File: src/rtl/assert_macros.svh
// Assertion macros used by the top-level RTL file of the HSV to gamma RGB converter.
`ifndef ASSERT_MACROS_SVH
`define ASSERT_MACROS_SVH

// Property checked on every rising clk edge outside reset.
`define HSVG_ASSERT(lbl, prop, msg) \
	lbl: assert property (@(posedge clk) disable iff (!arst_n) prop) \
		else $error(msg);

// Condition that must never be true.
`define HSVG_NEVER(lbl, cond, msg) \
	lbl: assert property (@(posedge clk) disable iff (!arst_n) !(cond)) \
		else $error(msg);

`endif

File: src/rtl/hsvg_pkg.sv
`timescale 1ns / 1ps
// Shared types and constants of the HSV to gamma RGB converter.
package hsvg_pkg;

	localparam int unsigned HUE_W = 13;
	localparam int unsigned FRAC_W = 9;
	localparam int unsigned LVL_W = 8;
	localparam int unsigned GAMMA_DEPTH = 256;
	localparam int unsigned GAMMA_AW = 8;
	localparam int unsigned SPAN = 960;
	localparam int unsigned QUEUE_DEPTH_DEF = 4;

	localparam logic [HUE_W-1:0] HUE_MAX = 13'd5759;
	localparam logic [FRAC_W-1:0] UNIT_ONE = 9'd256;

	typedef logic op_t;
	localparam op_t OP_CONVERT = 1'b0;
	localparam op_t OP_TABLE = 1'b1;

	typedef logic [2:0] sector_t;
	localparam sector_t SEC_RY = 3'd0;
	localparam sector_t SEC_YG = 3'd1;
	localparam sector_t SEC_GC = 3'd2;
	localparam sector_t SEC_CB = 3'd3;
	localparam sector_t SEC_BM = 3'd4;
	localparam sector_t SEC_MR = 3'd5;

	typedef struct packed {
		op_t op;
		sector_t sector;
		logic [9:0] wgt;
		logic [16:0] chroma;
		logic [FRAC_W-1:0] val;
		logic [GAMMA_AW-1:0] idx;
		logic [LVL_W-1:0] entry;
	} item_t;

endpackage

File: src/rtl/hsvg_front.sv
`timescale 1ns / 1ps
// Front stage: accepts transactions, saturates inputs, finds sector, weight and chroma.
module hsvg_front (
	input logic clk,
	input logic arst_n,
	input logic push,
	output logic full,
	input logic opcode,
	input logic [12:0] hue,
	input logic [8:0] saturation,
	input logic [8:0] brightness,
	input logic [7:0] table_index,
	input logic [7:0] table_entry,
	input logic q_full,
	output logic q_push,
	output hsvg_pkg::item_t item_s1
);
	import hsvg_pkg::*;

	logic valid_s1;
	logic [HUE_W-1:0] hue_c;
	logic [FRAC_W-1:0] sat_c;
	logic [FRAC_W-1:0] val_c;
	sector_t sector;
	logic [HUE_W-1:0] base;
	logic [HUE_W-1:0] t13;
	logic [10:0] t;
	logic [10:0] w11;
	logic [17:0] cprod;
	item_t item_d;

	assign full = valid_s1 && q_full;
	assign q_push = valid_s1 && !q_full;

	assign hue_c = (hue > HUE_MAX) ? HUE_MAX : hue;
	assign sat_c = (saturation > UNIT_ONE) ? UNIT_ONE : saturation;
	assign val_c = (brightness > UNIT_ONE) ? UNIT_ONE : brightness;

	always_comb begin
		if (hue_c < 13'(SPAN)) begin
			sector = SEC_RY;
		end else if (hue_c < 13'(2 * SPAN)) begin
			sector = SEC_YG;
		end else if (hue_c < 13'(3 * SPAN)) begin
			sector = SEC_GC;
		end else if (hue_c < 13'(4 * SPAN)) begin
			sector = SEC_CB;
		end else if (hue_c < 13'(5 * SPAN)) begin
			sector = SEC_BM;
		end else begin
			sector = SEC_MR;
		end
	end

	always_comb begin
		case (sector) inside
			SEC_RY, SEC_YG: base = '0;
			SEC_GC, SEC_CB: base = 13'(2 * SPAN);
			default: base = 13'(4 * SPAN);
		endcase
	end

	assign t13 = hue_c - base;
	assign t = t13[10:0];
	// weight of the secondary component: rises over even sectors, falls over odd ones
	assign w11 = (t >= 11'(SPAN)) ? (11'(2 * SPAN) - t) : t;
	assign cprod = val_c * sat_c;

	always_comb begin
		item_d.op = opcode;
		item_d.sector = sector;
		item_d.wgt = w11[9:0];
		item_d.chroma = cprod[16:0];
		item_d.val = val_c;
		item_d.idx = table_index;
		item_d.entry = table_entry;
	end

	always_ff @(posedge clk or negedge arst_n) begin
		if (!arst_n) begin
			valid_s1 <= 1'b0;
		end else if (!full) begin
			valid_s1 <= push;
		end
	end

	always_ff @(posedge clk) begin
		if (push && !full) begin
			item_s1 <= item_d;
		end
	end

endmodule

File: config.mk
export PLATFORM = sky130hd
export DESIGN_NAME = hsvg_front
export DESIGN_NICKNAME = d
export VERILOG_FILES = /design/src/rtl/assert_macros.svh /design/src/rtl/hsvg_pkg.sv /design/src/rtl/hsvg_front.sv
export SDC_FILE = /design/constraint.sdc
export NUM_CORES = 1
export LEC_CHECK = 0
export ABC_AREA = 0
export BUFFER_PORTS_ARGS = -buffer_cell sky130_fd_sc_hd__buf_2
export CELL_PAD_IN_SITES_DETAIL_PLACEMENT = 1
export CELL_PAD_IN_SITES_GLOBAL_PLACEMENT = 1
export CORE_MARGIN = 1.5
export CORE_UTILIZATION = 25
export CTS_CLUSTER_DIAMETER = 40
export DETAILED_ROUTE_END_ITERATION = 7
export PLACE_DENSITY_LB_ADDON = 0.1
export SLEW_MARGIN = 20
export SYNTH_ARGS = -nofsm -noshare
export SYNTH_HDL_FRONTEND = slang
export SYNTH_SLANG_ARGS = --single-unit
File: constraint.sdc
create_clock -name clk -period 4.3 [get_ports clk]
set_clock_uncertainty 0.05 [all_clocks]
set_input_delay 0.86 -clock clk [delete_from_list [all_inputs] [get_ports clk]]
set_output_delay 0.86 -clock clk [all_outputs]
set_load 0.02 [all_outputs]
==> run_results.csv <==
group,metric,value,unit
outcome,status,"complete, but fails checks",
outcome,violations,"negative setup slack",
power,finalPower,2.08,mW
floorplanning,ioPinCount,110,
power,internal_power,1.42,mW
yosys,synth_cells,466,
setup_path,cp.required,4.32,ns
power,clkPwrFrac,30.8,%
setup_path,end_kind,"flop",
route,totalWireLength,13800,um
layout,area_growth,48.4,%
route,drtPass1Iterations,4,
route,vias_per_cell,4.26,
setup_path,crit_type,"in -> reg",
power,swShare,31.8,%
global_routing,grt_max_degree,23,
yosys,ys_types,47,
route,initialDrtViolationCount,175,
route,vias,4010,
global_routing,gr-usage-met3,2.76,%
clock_tree,clkSinkCount,57,
power,combPwrFrac,35.8,%
clock_tree,hold_buffers,0,
clock_tree,cts-root-buf,"clkbuf_16",
yosys,syn_area,4860,um^2
yosys,syn_area_per_cell,10.4,um^2
floorplanning,die_width,142,um
placement,io_buffers,109,
yosys,synthFlopType,"edfxtp_1",
timing,fin_crit,4.77,ns
timing,max_freq,210,MHz
layout,final_area,7220,um^2
floorplanning,die_area,20300,um^2
timing,finalMaxSlewViolations,0,
power,p_per_area,288,nW/um^2
floorplanning,core.rowCount,50,
layout,layout_common_cells,"buf_2 (107), buf_4 (88), inv_1 (63)",
yosys,async_flop_share,1.75,%
yosys,synth_seq_cells,57,
yosys,syn-num-nets,608,
power,p_switching,0.660,mW
setup_path,start_kind,"input port",
timing,rsz0062_at_grt,"true",
timing,relSlewSlack,52.2,%
clock_tree,clock_latency,0.33,ns
power,power_frac_seq,33.4,%
global_routing,antenna_found_initial,0,
clock_tree,cts_buffers,9,
layout,drive_gt1_share,44.9,%
run,drv_cap,0,
placement,gp_congestion,0.785,
layout,final_common_cell,"buf_2",
clock_tree,h-tree-depth,3,
yosys,synth_edf_count,56,
floorplanning,die_y,142,um
floorplanning,initial_core_util,25.7,%
power,irDropWorstVdd,181,uV
clock_tree,clk_pin_slew,0.05,ns
timing,period_share,111,%
setup_path,worstPathArrival,4.79,ns
timing,hold_viol,0,
clock_tree,cts_tree,"done",
route,ant_nets,0,
global_routing,grt-busiest-layer,"met2",
layout,diodes,0,
global_routing,met2_usage,23.0,%
clock_tree,max-clock-path-buffers,2,
placement,dpl_cell_area,6370,um^2
global_routing,grt_pass1_vias,4216,
floorplanning,core-area,18900,um^2
global_routing,grt_use_met1,17.8,%
layout,fin_nets,819,
route,routedWlPerCell,14.7,um
yosys,yosysWarnings,0,
global_routing,grt_first_pass_wirelength,21400,um
global_routing,grt.overflow.total,0,
timing,setup_ws,-0.466,ns
power,p_leak,3.42,nW
timing,setup_viol,9,
setup_path,worstPathMaxFanout,6,
global_routing,grt_usage,13.7,%
timing,tightestPinTransition,0.715,ns
placement,dp_hpwl,10800,um
timing,whs,0.249,ns
worst_hold_path,hp-class,"in -> async",
route,drc,0,
yosys,ys_seq_area_share,35.1,%
==> Yosys cell counts (3+ instances only) <==
master    number  share of area, %
nor3b_1        4              0.62
a21o_1         5              0.77
inv_1         73               5.6
a31oi_1        4              0.51
nand2b_1      16               2.1
buf_4          3              0.46
edfxtp_1      56                35
nand2_1       60               4.6
xnor2_1       17               3.1
a221o_1        4              0.82
clkbuf_1       7              0.54
o21ai_0        5              0.51
a21oi_1       12               1.2
nor2b_1       13               1.7
fa_1          50                21
and2_1        10               1.3
ha_1          40                10
a21boi_0       3              0.46
nor2_1        43               3.3
==> metal layers <==
layer / wire length [um] / share of wire, % / up-vias
met5: 0 / 0 / -
met4: 176 / 1.3 / 0
met2: 6800 / 49 / 80
met1: 6250 / 45 / 1976
li1: - / - / 1943
met3: 601 / 4.3 / 11
==> sequential cells by signal, indices dropped and copies added (netlist names) <==
name      cells
item_s1      56
valid_s1      1
==> critical path, cell delays in order <==
cell and delay (ns):
buf_8 0.10, buf_12 0.14, nor2b_4 0.16, buf_6 0.12, nand2_2 0.05, fa_1 0.50, inv_1 0.05, fa_1 0.48
fa_1 0.51, fa_1 0.57, ha_4 0.22, o21ai_4 0.17, a31oi_4 0.06, a211o_1 0.33, a221o_1 0.33, xnor2_1 0.14
==> stage by stage <==
| stage | std cells | util [%] | TNS [ns] | worst slack (ns) |
|---|---|---|---|---|
| 2_1_floorplan | 466 | - | -2.00 | -0.429 |
| 3_3_place_gp | 892 | 33.7 | -6.47 | -0.854 |
| 3_5_place_dp | 892 | 33.7 | -7.32 | -0.965 |
| 4_1_cts | 924 | 36.9 | -2.07 | -0.472 |
| 5_1_grt | 942 | 38.2 | -4.35 | -0.582 |
| 6_report | 942 | 38.2 | -3.09 | -0.466 |
==> repair_timing <==
action | 4_1_cts | 5_1_grt
setup buffers | 16 | 19
endpoints found under the setup margin | 10 | 10
cloned | 0 | 0
gates resized for setup | 56 | 30
pin swaps | 20 | 40
==> power groups by stage <==
stage          Combinational, mW  Clock [mW]  Sequential, mW
2_1_floorplan              0.345           0           0.769
3_3_place_gp               0.654           0           0.705
3_5_place_dp               0.659           0           0.706
4_1_cts                    0.722       0.668           0.695
5_1_grt                    0.815       0.688           0.699
6_report                   0.743       0.641           0.694
==> kinds of logic (layout without fill, tap and decap cells) <==
logic type | count (synthesis) | in the layout | share of synthesized area [%]
simple gates | 162 | 162 | 15.7
buf+inv | 87 | 303 | 6.97
compound gates | 49 | 49 | 7.21
flops | 57 | 57 | 35.1
fa+ha+maj | 90 | 90 | 30.9
xor+xnor | 21 | 21 | 4.09
==> area by class of cell <==
type | instances | area [um^2]
Fill cell | 2163 | 11700
Multi-Input combinational cell | 322 | 3190
Sequential cell | 57 | 1710
Timing Repair Buffer | 211 | 1420
Tap cell | 260 | 325
Inverter | 76 | 314
Clock buffer | 10 | 229
Clock inverter | 6 | 35.0
==> worst paths after layout <==
kind | slack (ns) | endpoint | from | cells past startpoint
min in group clk | 0.65 | item_s1[10] | table_index[2] | 1
max reg2reg | 2.37 | item_s1[35] | valid_s1 | 3
min reg2reg | 0.66 | valid_s1 | valid_s1 | 2
max in group asynchronous | 3.86 | valid_s1 | arst_n | 1
min | 0.25 | valid_s1 | arst_n | 1
max | -0.47 | item_s1[41] | saturation[8] | 16
(Power assumes the default switching activity.)
