<file path="src/rtl/assert_macros.svh">
// Assertion macros used by the top-level RTL file of the HSV to gamma RGB converter.
`ifndef ASSERT_MACROS_SVH
`define ASSERT_MACROS_SVH

// Property checked on every rising clk edge outside reset.
`define HSVG_ASSERT(lbl, prop, msg) \
	lbl: assert property (@(posedge clk) disable iff (!arst_n) prop) \
		else $error(msg);

// Condition that must never be true.
`define HSVG_NEVER(lbl, cond, msg) \
	lbl: assert property (@(posedge clk) disable iff (!arst_n) !(cond)) \
		else $error(msg);

`endif

</file>
<file path="src/rtl/hsvg_pkg.sv">
`timescale 1ns / 1ps
// Shared types and constants of the HSV to gamma RGB converter.
package hsvg_pkg;

	localparam int unsigned HUE_W = 13;
	localparam int unsigned FRAC_W = 9;
	localparam int unsigned LVL_W = 8;
	localparam int unsigned GAMMA_DEPTH = 256;
	localparam int unsigned GAMMA_AW = 8;
	localparam int unsigned SPAN = 960;
	localparam int unsigned QUEUE_DEPTH_DEF = 4;

	localparam logic [HUE_W-1:0] HUE_MAX = 13'd5759;
	localparam logic [FRAC_W-1:0] UNIT_ONE = 9'd256;

	typedef logic op_t;
	localparam op_t OP_CONVERT = 1'b0;
	localparam op_t OP_TABLE = 1'b1;

	typedef logic [2:0] sector_t;
	localparam sector_t SEC_RY = 3'd0;
	localparam sector_t SEC_YG = 3'd1;
	localparam sector_t SEC_GC = 3'd2;
	localparam sector_t SEC_CB = 3'd3;
	localparam sector_t SEC_BM = 3'd4;
	localparam sector_t SEC_MR = 3'd5;

	typedef struct packed {
		op_t op;
		sector_t sector;
		logic [9:0] wgt;
		logic [16:0] chroma;
		logic [FRAC_W-1:0] val;
		logic [GAMMA_AW-1:0] idx;
		logic [LVL_W-1:0] entry;
	} item_t;

endpackage

</file>
<file path="src/rtl/hsvg_queue.sv">
`timescale 1ns / 1ps
// Small register FIFO between the front and back stages.
module hsvg_queue #(
	parameter int unsigned DEPTH = hsvg_pkg::QUEUE_DEPTH_DEF
) (
	input logic clk,
	input logic arst_n,
	input logic q_push,
	input hsvg_pkg::item_t wr_item,
	output logic q_full,
	input logic q_pop,
	output logic q_valid,
	output hsvg_pkg::item_t rd_item
);
	import hsvg_pkg::*;

	localparam int unsigned PW = (DEPTH > 1) ? $clog2(DEPTH) : 1;
	localparam int unsigned CW = $clog2(DEPTH + 1);

	item_t mem_q [DEPTH];
	logic [PW-1:0] wr_ptr_q;
	logic [PW-1:0] rd_ptr_q;
	logic [CW-1:0] count_q;

	assign q_full = (count_q == CW'(DEPTH));
	assign q_valid = (count_q != '0);
	assign rd_item = mem_q[rd_ptr_q];

	always_ff @(posedge clk or negedge arst_n) begin
		if (!arst_n) begin
			wr_ptr_q <= '0;
			rd_ptr_q <= '0;
			count_q <= '0;
		end else begin
			if (q_push) begin
				wr_ptr_q <= (wr_ptr_q == PW'(DEPTH - 1)) ? '0 : wr_ptr_q + 1'b1;
			end
			if (q_pop) begin
				rd_ptr_q <= (rd_ptr_q == PW'(DEPTH - 1)) ? '0 : rd_ptr_q + 1'b1;
			end
			if (q_push && !q_pop) begin
				count_q <= count_q + 1'b1;
			end else if (q_pop && !q_push) begin
				count_q <= count_q - 1'b1;
			end
		end
	end

	always_ff @(posedge clk) begin
		if (q_push) begin
			mem_q[wr_ptr_q] <= wr_item;
		end
	end

endmodule

</file>
<file path="config.mk">
export PLATFORM = sky130hd
export DESIGN_NAME = hsvg_queue
export DESIGN_NICKNAME = d
export VERILOG_FILES = /design/src/rtl/assert_macros.svh /design/src/rtl/hsvg_pkg.sv /design/src/rtl/hsvg_queue.sv
export SDC_FILE = /design/constraint.sdc
export NUM_CORES = 1
export LEC_CHECK = 0
export ABC_AREA = 1
export BUFFER_PORTS_ARGS = -buffer_cell sky130_fd_sc_hd__buf_2
export CAP_MARGIN = 0
export CORE_MARGIN = 2
export CORE_UTILIZATION = 60
export DETAILED_ROUTE_END_ITERATION = 16
export GPL_ROUTABILITY_DRIVEN = 0
export PLACE_DENSITY_LB_ADDON = 0.2
export SYNTH_ARGS = -nofsm -noshare
export SYNTH_HDL_FRONTEND = slang
export SYNTH_SLANG_ARGS = --single-unit
</file>
<file path="constraint.sdc">
create_clock -name clk -period 5 [get_ports clk]
set_clock_uncertainty 0.1 [all_clocks]
set_input_delay 1.25 -clock clk [delete_from_list [all_inputs] [get_ports clk]]
set_output_delay 1.25 -clock clk [all_outputs]
set_load 0.02 [all_outputs]
</file>
==> results of run 1 <==
## per-stage QoR
stage	utilization, %	hold slack (ns)	setup WS [ns]	area, um^2
2_1_floorplan	-	0.342	2.11	9950
3_3_place_gp	64.6	0.354	1.75	10600
3_5_place_dp	64.6	0.384	1.68	10600
4_1_cts	69.0	0.399	1.16	11300
5_1_grt	69.0	0.446	1.04	11300
6_report	69.1	0.399	1.18	11300
## power groups by stage
stage                     logic (mW)  clock network [mW]  registers [mW]
after global placement          2.36                   0            2.62
after detailed placement        2.41                   0            2.64
after floorplan                 1.84                   0            2.62
final                           2.38                1.63            2.60
after CTS                       2.42                1.65            2.60
after global routing            2.61                1.72            2.62
## worst reg2reg max path, cell delays in order (launching register included)
cell and delay [ns]:
sky130_fd_sc_hd__dfrtp_1 0.41, sky130_fd_sc_hd__inv_1 0.12, sky130_fd_sc_hd__ha_1 0.16, sky130_fd_sc_hd__nand2_1 0.06, sky130_fd_sc_hd__inv_2 0.62, sky130_fd_sc_hd__buf_4 0.49
## layer usage
layer / vias up / routed length, um / global-route usage [%] / share of wire [%]
li1: 2683 / - / - / -
met1: 2676 / 7760 / 26.7 / 43
met2: 125 / 8870 / 35.3 / 49
met3: 25 / 1050 / 4.71 / 5.8
met4: 0 / 290 / 5.62 / 1.6
met5: - / 0 / 0 / 0
## worst max path at each step
stage | slack (ns) | to | startpoint
finish | 1.18 | rd_item[21] | rd_ptr_q[0]
global route | 1.04 | rd_item[36] | rd_ptr_q[0]
CTS | 1.16 | rd_item[21] | rd_ptr_q[0]
detailed placement | 1.68 | rd_item[21] | rd_ptr_q[0]
global placement | 1.75 | rd_item[21] | rd_ptr_q[0]
floorplan | 2.11 | mem_q[3][0] | q_push
## sequential cells by signal, indices dropped and copies added (netlist names)
register	count
wr_ptr_q	2
count_q	3
mem_q	224
rd_ptr_q	2
## cell usage in the layout, fill, tap and decap left out, types with 2 or more instances in the layout
| cell type | netlist | routed |
|---|---|---|
| sky130_fd_sc_hd__buf_2 | 11 | 117 |
| sky130_fd_sc_hd__buf_4 | 5 | 11 |
| sky130_fd_sc_hd__clkbuf_1 | 0 | 5 |
| sky130_fd_sc_hd__clkbuf_16 | 0 | 24 |
| sky130_fd_sc_hd__clkbuf_8 | 3 | 5 |
| sky130_fd_sc_hd__clkinv_2 | 0 | 8 |
| sky130_fd_sc_hd__dfrtp_1 | 7 | 6 |
| sky130_fd_sc_hd__edfxtp_1 | 224 | 224 |
| sky130_fd_sc_hd__ha_1 | 6 | 6 |
| sky130_fd_sc_hd__inv_1 | 123 | 119 |
| sky130_fd_sc_hd__inv_2 | 2 | 4 |
| sky130_fd_sc_hd__nand2_1 | 154 | 154 |
| sky130_fd_sc_hd__nand2_2 | 30 | 30 |
| sky130_fd_sc_hd__nor2_1 | 3 | 3 |
| sky130_fd_sc_hd__o211ai_1 | 12 | 12 |
| sky130_fd_sc_hd__o211ai_2 | 100 | 100 |
| sky130_fd_sc_hd__o21ai_0 | 2 | 2 |
| sky130_fd_sc_hd__o21ai_1 | 2 | 2 |
## logic make-up after synthesis
family	Yosys count	share of synthesized area (%)
AOI/OAI and AO/OA	116	13.7
xor gates and xnor gates	1	0.0880
adders and majority gates	7	0.955
buffers and inverters	161	7.98
DFF	231	69.3
and+or+nand+nor	190	7.97
## layout make-up
cell class	instances	area [um^2]	share of cell area [%]
Antenna cell	1	2.50	0.0221
Clock buffer	34	688	6.07
Clock inverter	7	35.0	0.309
Inverter	125	478	4.22
Multi-Input combinational cell	314	2260	19.9
Sequential cell	231	6910	60.9
Tap cell	220	275	2.43
Timing Repair Buffer	129	688	6.07
==> flow_summary.ini, run 1 <==
[floorplan]
io_pins = 118
dieArea_um2 = 17600
floorplan.die.height_um = 133
rows = 47
starting_density_of_the_core_pct = 60.7
fp.coreArea_um2 = 16400
die_w_um = 133

[worst_setup_path]
r2r_start = wr_ptr_q[1]
worst_path_largest_cell_delay_ns = 0.54
end_kind = output pin
startpoint_type = register
worst_path_dominant_cell_family = buffers and inverters
reg2regPathDepth = 5
worst_path_slowest_cell = sky130_fd_sc_hd__inv_8
regToRegEndpoint = mem_q[0][10]
r2r_setup_slack_ns = 2.70
arrival_time_of_the_worst_setup_path_ns = 2.47
worst-setup-path-type = reg2out
critPathRequiredTime_ns = 3.65
cpMostUsedCell = sky130_fd_sc_hd__nand2_1
crit_chain = inv_8 -> buf_4 -> nand2_1 -> o211ai_2 -> nand2_1 -> buf_2
crit_cells = 6
worst-path-buf-inv = 3
critical_path.max_fanout = 109

[clocking]
post_cts_hold_buffer_count = 0
worst_setup_hold_path_clk_slew_ns = 0.06
cts_tree = yes
insertion_delay_ns = 0.49
clkSinkCount = 231
numCtsBuffers = 23
max-clock-path-buffers = 3
postCtsResizedCells = 0
cts_root_buffer = sky130_fd_sc_hd__clkbuf_16
cts-htree-levels = 1
number_of_buffers_added_for_setup_after_cts = 0

[global_route]
gr-usage-all-layers_pct = 20.6
grt_start_max_net_pins = 110
grt_pass1_wl_mm = 28.6
via_count_of_the_first_global_routing_pass = 5716
grt_antenna_before_repair = 1
grt_overflow_total = 0

[sta]
final_max_slew_viol_count = 0
max_slew_headroom_at_the_worst_pin_pct = 29.8
worst_pin_slew_ns = 1.05
fmax_mhz = 262
finalCritPeriodShare_pct = 76.3
fin_crit_ns = 3.82
final_hold_vios = 0
grt_setup_unrepaired = false
fin_tns_setup_ns = 0
setup-violations-final = 0

[logic_synthesis]
synth.avg_cell_area_um2 = 14.1
synth_cells = 706
synth_top_flop_cell = sky130_fd_sc_hd__edfxtp_1
post-synth-top-count-cell = sky130_fd_sc_hd__edfxtp_1
netlist.top_cell.by_area = sky130_fd_sc_hd__edfxtp_1
leading_cell_types_by_count_after_synthesis = sky130_fd_sc_hd__edfxtp_1, sky130_fd_sc_hd__nand2_1, sky130_fd_sc_hd__inv_1
synth_edf_count = 224
async_flop_share_pct = 3.03
synth_seq_cells = 231
synth-seq-area-share_pct = 69.3
netlist_top_cells_area = sky130_fd_sc_hd__edfxtp_1, sky130_fd_sc_hd__o211ai_2, sky130_fd_sc_hd__nand2_1
ys_warn_count = 0
synth_top_area_share_pct = 67.6
post_syn_area_um2 = 9950
ys_types = 23
synthesis.nets = 773

[min_path]
timing.hold.worst.start = count_q[2]
instance_count_along_the_most_critical_hold_path = 2
worst_hold_path_type = reg2reg
min_to = count_q[2]

[final_layout]
final_cells = 1061
fillers = 1101
nets = 891
synthToLayoutAreaGrowth_pct = 13.8
drive_above_1_share_pct = 36.0

[pwr]
share_comb_of_total_power_pct = 36.1
seq_power_share_pct = 39.3
leakagePower_nw = 4.71
intPower_mw = 4.18
ir_worst_vdd_v = 0.000429
post-layout-total-power_mw = 6.61
powerDensity_nw_per_um2 = 583
sw_frac_of_total_pct = 36.8
power_switching_mw = 2.43
pwr-share-clk_pct = 24.6

[detailed_routing]
route.antenna.remaining_nets = 0
firstDrtPassIters = 5
drc_errors = 0
via_per_inst = 5.19
route.detailed.wl_per_inst_um = 16.9
drt_first_iter_violations = 272
total_routed_length_mm = 18.0
vias = 5509

[job]
cap_viol_max_count = 0

[status]
outcome = finished clean

[placement]
buffer_ports.inserted = 117
place.detailed.instances = 1019
place.detailed.hpwl_mm = 10.7
Note: power is estimated with default switching activity, not from simulation.
==> run 2: changes to the inputs <==
--- a/config.mk
+++ b/config.mk
@@ -5,11 +5,11 @@
 export SDC_FILE = /design/constraint.sdc
 export NUM_CORES = 1
 export LEC_CHECK = 0
-export ABC_AREA = 1
+export ABC_AREA = 0
 export BUFFER_PORTS_ARGS = -buffer_cell sky130_fd_sc_hd__buf_2
 export CAP_MARGIN = 0
 export CORE_MARGIN = 2
-export CORE_UTILIZATION = 60
+export CORE_UTILIZATION = 51
 export DETAILED_ROUTE_END_ITERATION = 16
 export GPL_ROUTABILITY_DRIVEN = 0
 export PLACE_DENSITY_LB_ADDON = 0.2
==> constraint.sdc (replaced) <==
create_clock -name clk -period 3.2 [get_ports clk]
set_clock_uncertainty 0.1 [all_clocks]
set_input_delay 0.8 -clock clk [delete_from_list [all_inputs] [get_ports clk]]
set_output_delay 0.8 -clock clk [all_outputs]
set_load 0.02 [all_outputs]
==> run 2 against run 1 <==
Clock power up 42%. Critical path type unchanged. Worst setup slack worse by 1.0 ns. Core utilization down 7.7 points. First-iteration DRC count down 3.7%. Highest routed layer unchanged. Final cell count down 34%. Critical path depth down 3. Combinational power up 21%. Clock-buffer cell count down 6. Via count down 31%. Register-to-register slack worse by 1.4 ns. Largest power group unchanged. Critical endpoint is now rd_item[32].
==> flow_summary.ini, run 2 <==
[worst_setup_path]
worst_path_largest_cell_delay_ns = 0.65
crit_chain = buf_12 -> mux4_2 -> buf_2
arrival_time_of_the_worst_setup_path_ns = 2.11
worst-path-buf-inv = 2
critPathRequiredTime_ns = 2.30
worst_path_dominant_cell_family = flip-flops
startpoint_type = register
critical_path.max_fanout = 18
worst_path_slowest_cell = sky130_fd_sc_hd__dfrtp_4
worst-setup-path-type = reg2out
end_kind = output pin

[floorplan]
io_pins = 118
dieArea_um2 = 17800
rows = 47
die_w_um = 133
floorplan.die.height_um = 133
starting_density_of_the_core_pct = 51.8
fp.coreArea_um2 = 16500

[detailed_routing]
drc_errors = 0
drt_first_iter_violations = 262
route.antenna.remaining_nets = 0
vias = 3784
route.detailed.wl_per_inst_um = 20.9
via_per_inst = 5.38
total_routed_length_mm = 14.7
firstDrtPassIters = 4

[clocking]
cts-htree-levels = 1
insertion_delay_ns = 0.49
clkSinkCount = 231
worst_setup_hold_path_clk_slew_ns = 0.06
numCtsBuffers = 23
max-clock-path-buffers = 3
cts_tree = yes
number_of_buffers_added_for_setup_after_cts = 1
post_cts_hold_buffer_count = 0
postCtsResizedCells = 0
cts_root_buffer = sky130_fd_sc_hd__clkbuf_16

[sta]
finalCritPeriodShare_pct = 94.1
setup_ws_ns = 0.187
grt_setup_unrepaired = false
final_max_slew_viol_count = 0
max_slew_headroom_at_the_worst_pin_pct = 63.8
fmax_mhz = 332
fin_crit_ns = 3.01
worst_pin_slew_ns = 0.543
fin_tns_setup_ns = 0
timing.hold.ws_ns = 0.0414
final_hold_vios = 0
setup-violations-final = 0

[status]
outcome = finished clean

[logic_synthesis]
synth_seq_cells = 231
async_flop_share_pct = 3.03
netlist.top_cell.by_area = sky130_fd_sc_hd__edfxtp_1
synth_simple_gate_area_share_pct = 0.675
ys_warn_count = 0
synthesis.nets = 397
post_syn_area_um2 = 8520
synth_top_area_share_pct = 78.9
synth_cells = 330
yosys.area_share.adder_pct = 1.12
synth_top_flop_cell = sky130_fd_sc_hd__edfxtp_1
post-synth-top-count-cell = sky130_fd_sc_hd__edfxtp_1
netlist_top_cells_area = sky130_fd_sc_hd__edfxtp_1, sky130_fd_sc_hd__mux4_2, sky130_fd_sc_hd__dfrtp_1
mux_contribution_to_synthesized_area_pct = 15.2
leading_cell_types_by_count_after_synthesis = sky130_fd_sc_hd__edfxtp_1, sky130_fd_sc_hd__mux4_2, sky130_fd_sc_hd__dfrtp_1
post_synth_xor_area_fraction_pct = 0.308
synth-seq-area-share_pct = 81.0
ys_types = 21
synth_edf_count = 224
main_combinational_cell_family_by_area_after_synthesis = multiplexers
synthesized_area_fraction_occupied_by_ao_oa_aoi_and_oai_cells_pct = 0.117
synth.avg_cell_area_um2 = 25.8

[final_layout]
nets = 538
largestRegisters = mem_q x224, count_q x3
layout_common_cells = sky130_fd_sc_hd__edfxtp_1, sky130_fd_sc_hd__buf_2, sky130_fd_sc_hd__mux4_2
synthToLayoutAreaGrowth_pct = 18.5
layout_commonest_cell = sky130_fd_sc_hd__edfxtp_1
largest_reg_flops = 224
registers.top_by_ff_count = mem_q
final_cells = 703
n_antenna_cell = 0
fillers = 1195
drive_above_1_share_pct = 45.5

[pwr]
leakagePower_nw = 3.48
ir_worst_vdd_v = 0.000469
powerDensity_nw_per_um2 = 921

[placement]
place.detailed.hpwl_mm = 8.71
buffer_ports.inserted = 117
place.detailed.instances = 665
dp_worst_setup_slack_ns = 0.481

[global_route]
grt_antenna_before_repair = 0
grt_overflow_total = 0
gr-usage-all-layers_pct = 17.2
grt_start_max_net_pins = 35
via_count_of_the_first_global_routing_pass = 4087
grt_pass1_wl_mm = 22.9

[min_path]
worst_hold_path_type = in2async

[job]
cap_viol_max_count = 0
## run 2: layer usage
metal | wire (um) | global-route usage, % | up-vias
met2 | 7530 | 29.0 | 110
li1 | - | - | 1685
met1 | 6130 | 23.4 | 1970
met4 | 218 | 4.43 | 0
met3 | 830 | 3.50 | 19
met5 | 0 | 0 | -
## run 2: area by class of cell
type / count / area, um^2 / area share, %
Clock buffer: 28 / 594 / 5.89
Multi-Input combinational cell: 82 / 1490 / 14.8
Clock inverter: 9 / 41.3 / 0.409
Timing Repair Buffer: 129 / 771 / 7.63
Sequential cell: 231 / 6910 / 68.4
Tap cell: 220 / 275 / 2.73
Inverter: 4 / 15.0 / 0.149
## run 2: path summary, 6_finish.rpt
check / cells past startpoint / from / slack [ns] / endpoint
worst min-delay path: 1 / arst_n / 0.04 / wr_ptr_q[1]
max in group asynchronous: 1 / arst_n / 2.78 / rd_ptr_q[0]
worst max register to register: 4 / wr_ptr_q[1] / 1.34 / mem_q[1][50]
min in group clk: 1 / count_q[2] / 0.38 / count_q[2]
worst min register to register: 1 / count_q[2] / 0.38 / count_q[2]
worst max-delay path: 3 / rd_ptr_q[0] / 0.19 / rd_item[32]
## run 2: power by group
group | internal (mW) | total, mW | switching [mW]
Clock | 1.30 | 2.31 | 1.01
Combinational | 1.27 | 2.88 | 1.61
Sequential | 3.88 | 4.12 | 0.231
## run 2: through the flow
step                area, um^2  utilization (%)  total power [mW]
floorplan                 8520                -              6.19
global placement          9450             57.4              7.06
detailed placement        9450             57.4              7.11
CTS                      10100             61.3              9.47
global route             10100             61.3              9.75
finish                   10100             61.3              9.30
## run 2: cells by family after synthesis
logic type                 after synthesis
AOI/OAI and AO/OA                        2
adders and majority gates                7
buffers and inverters                   17
xor gates and xnor gates                 3
and+or+nand+nor                         11
muxes                                   59
DFF                                    231
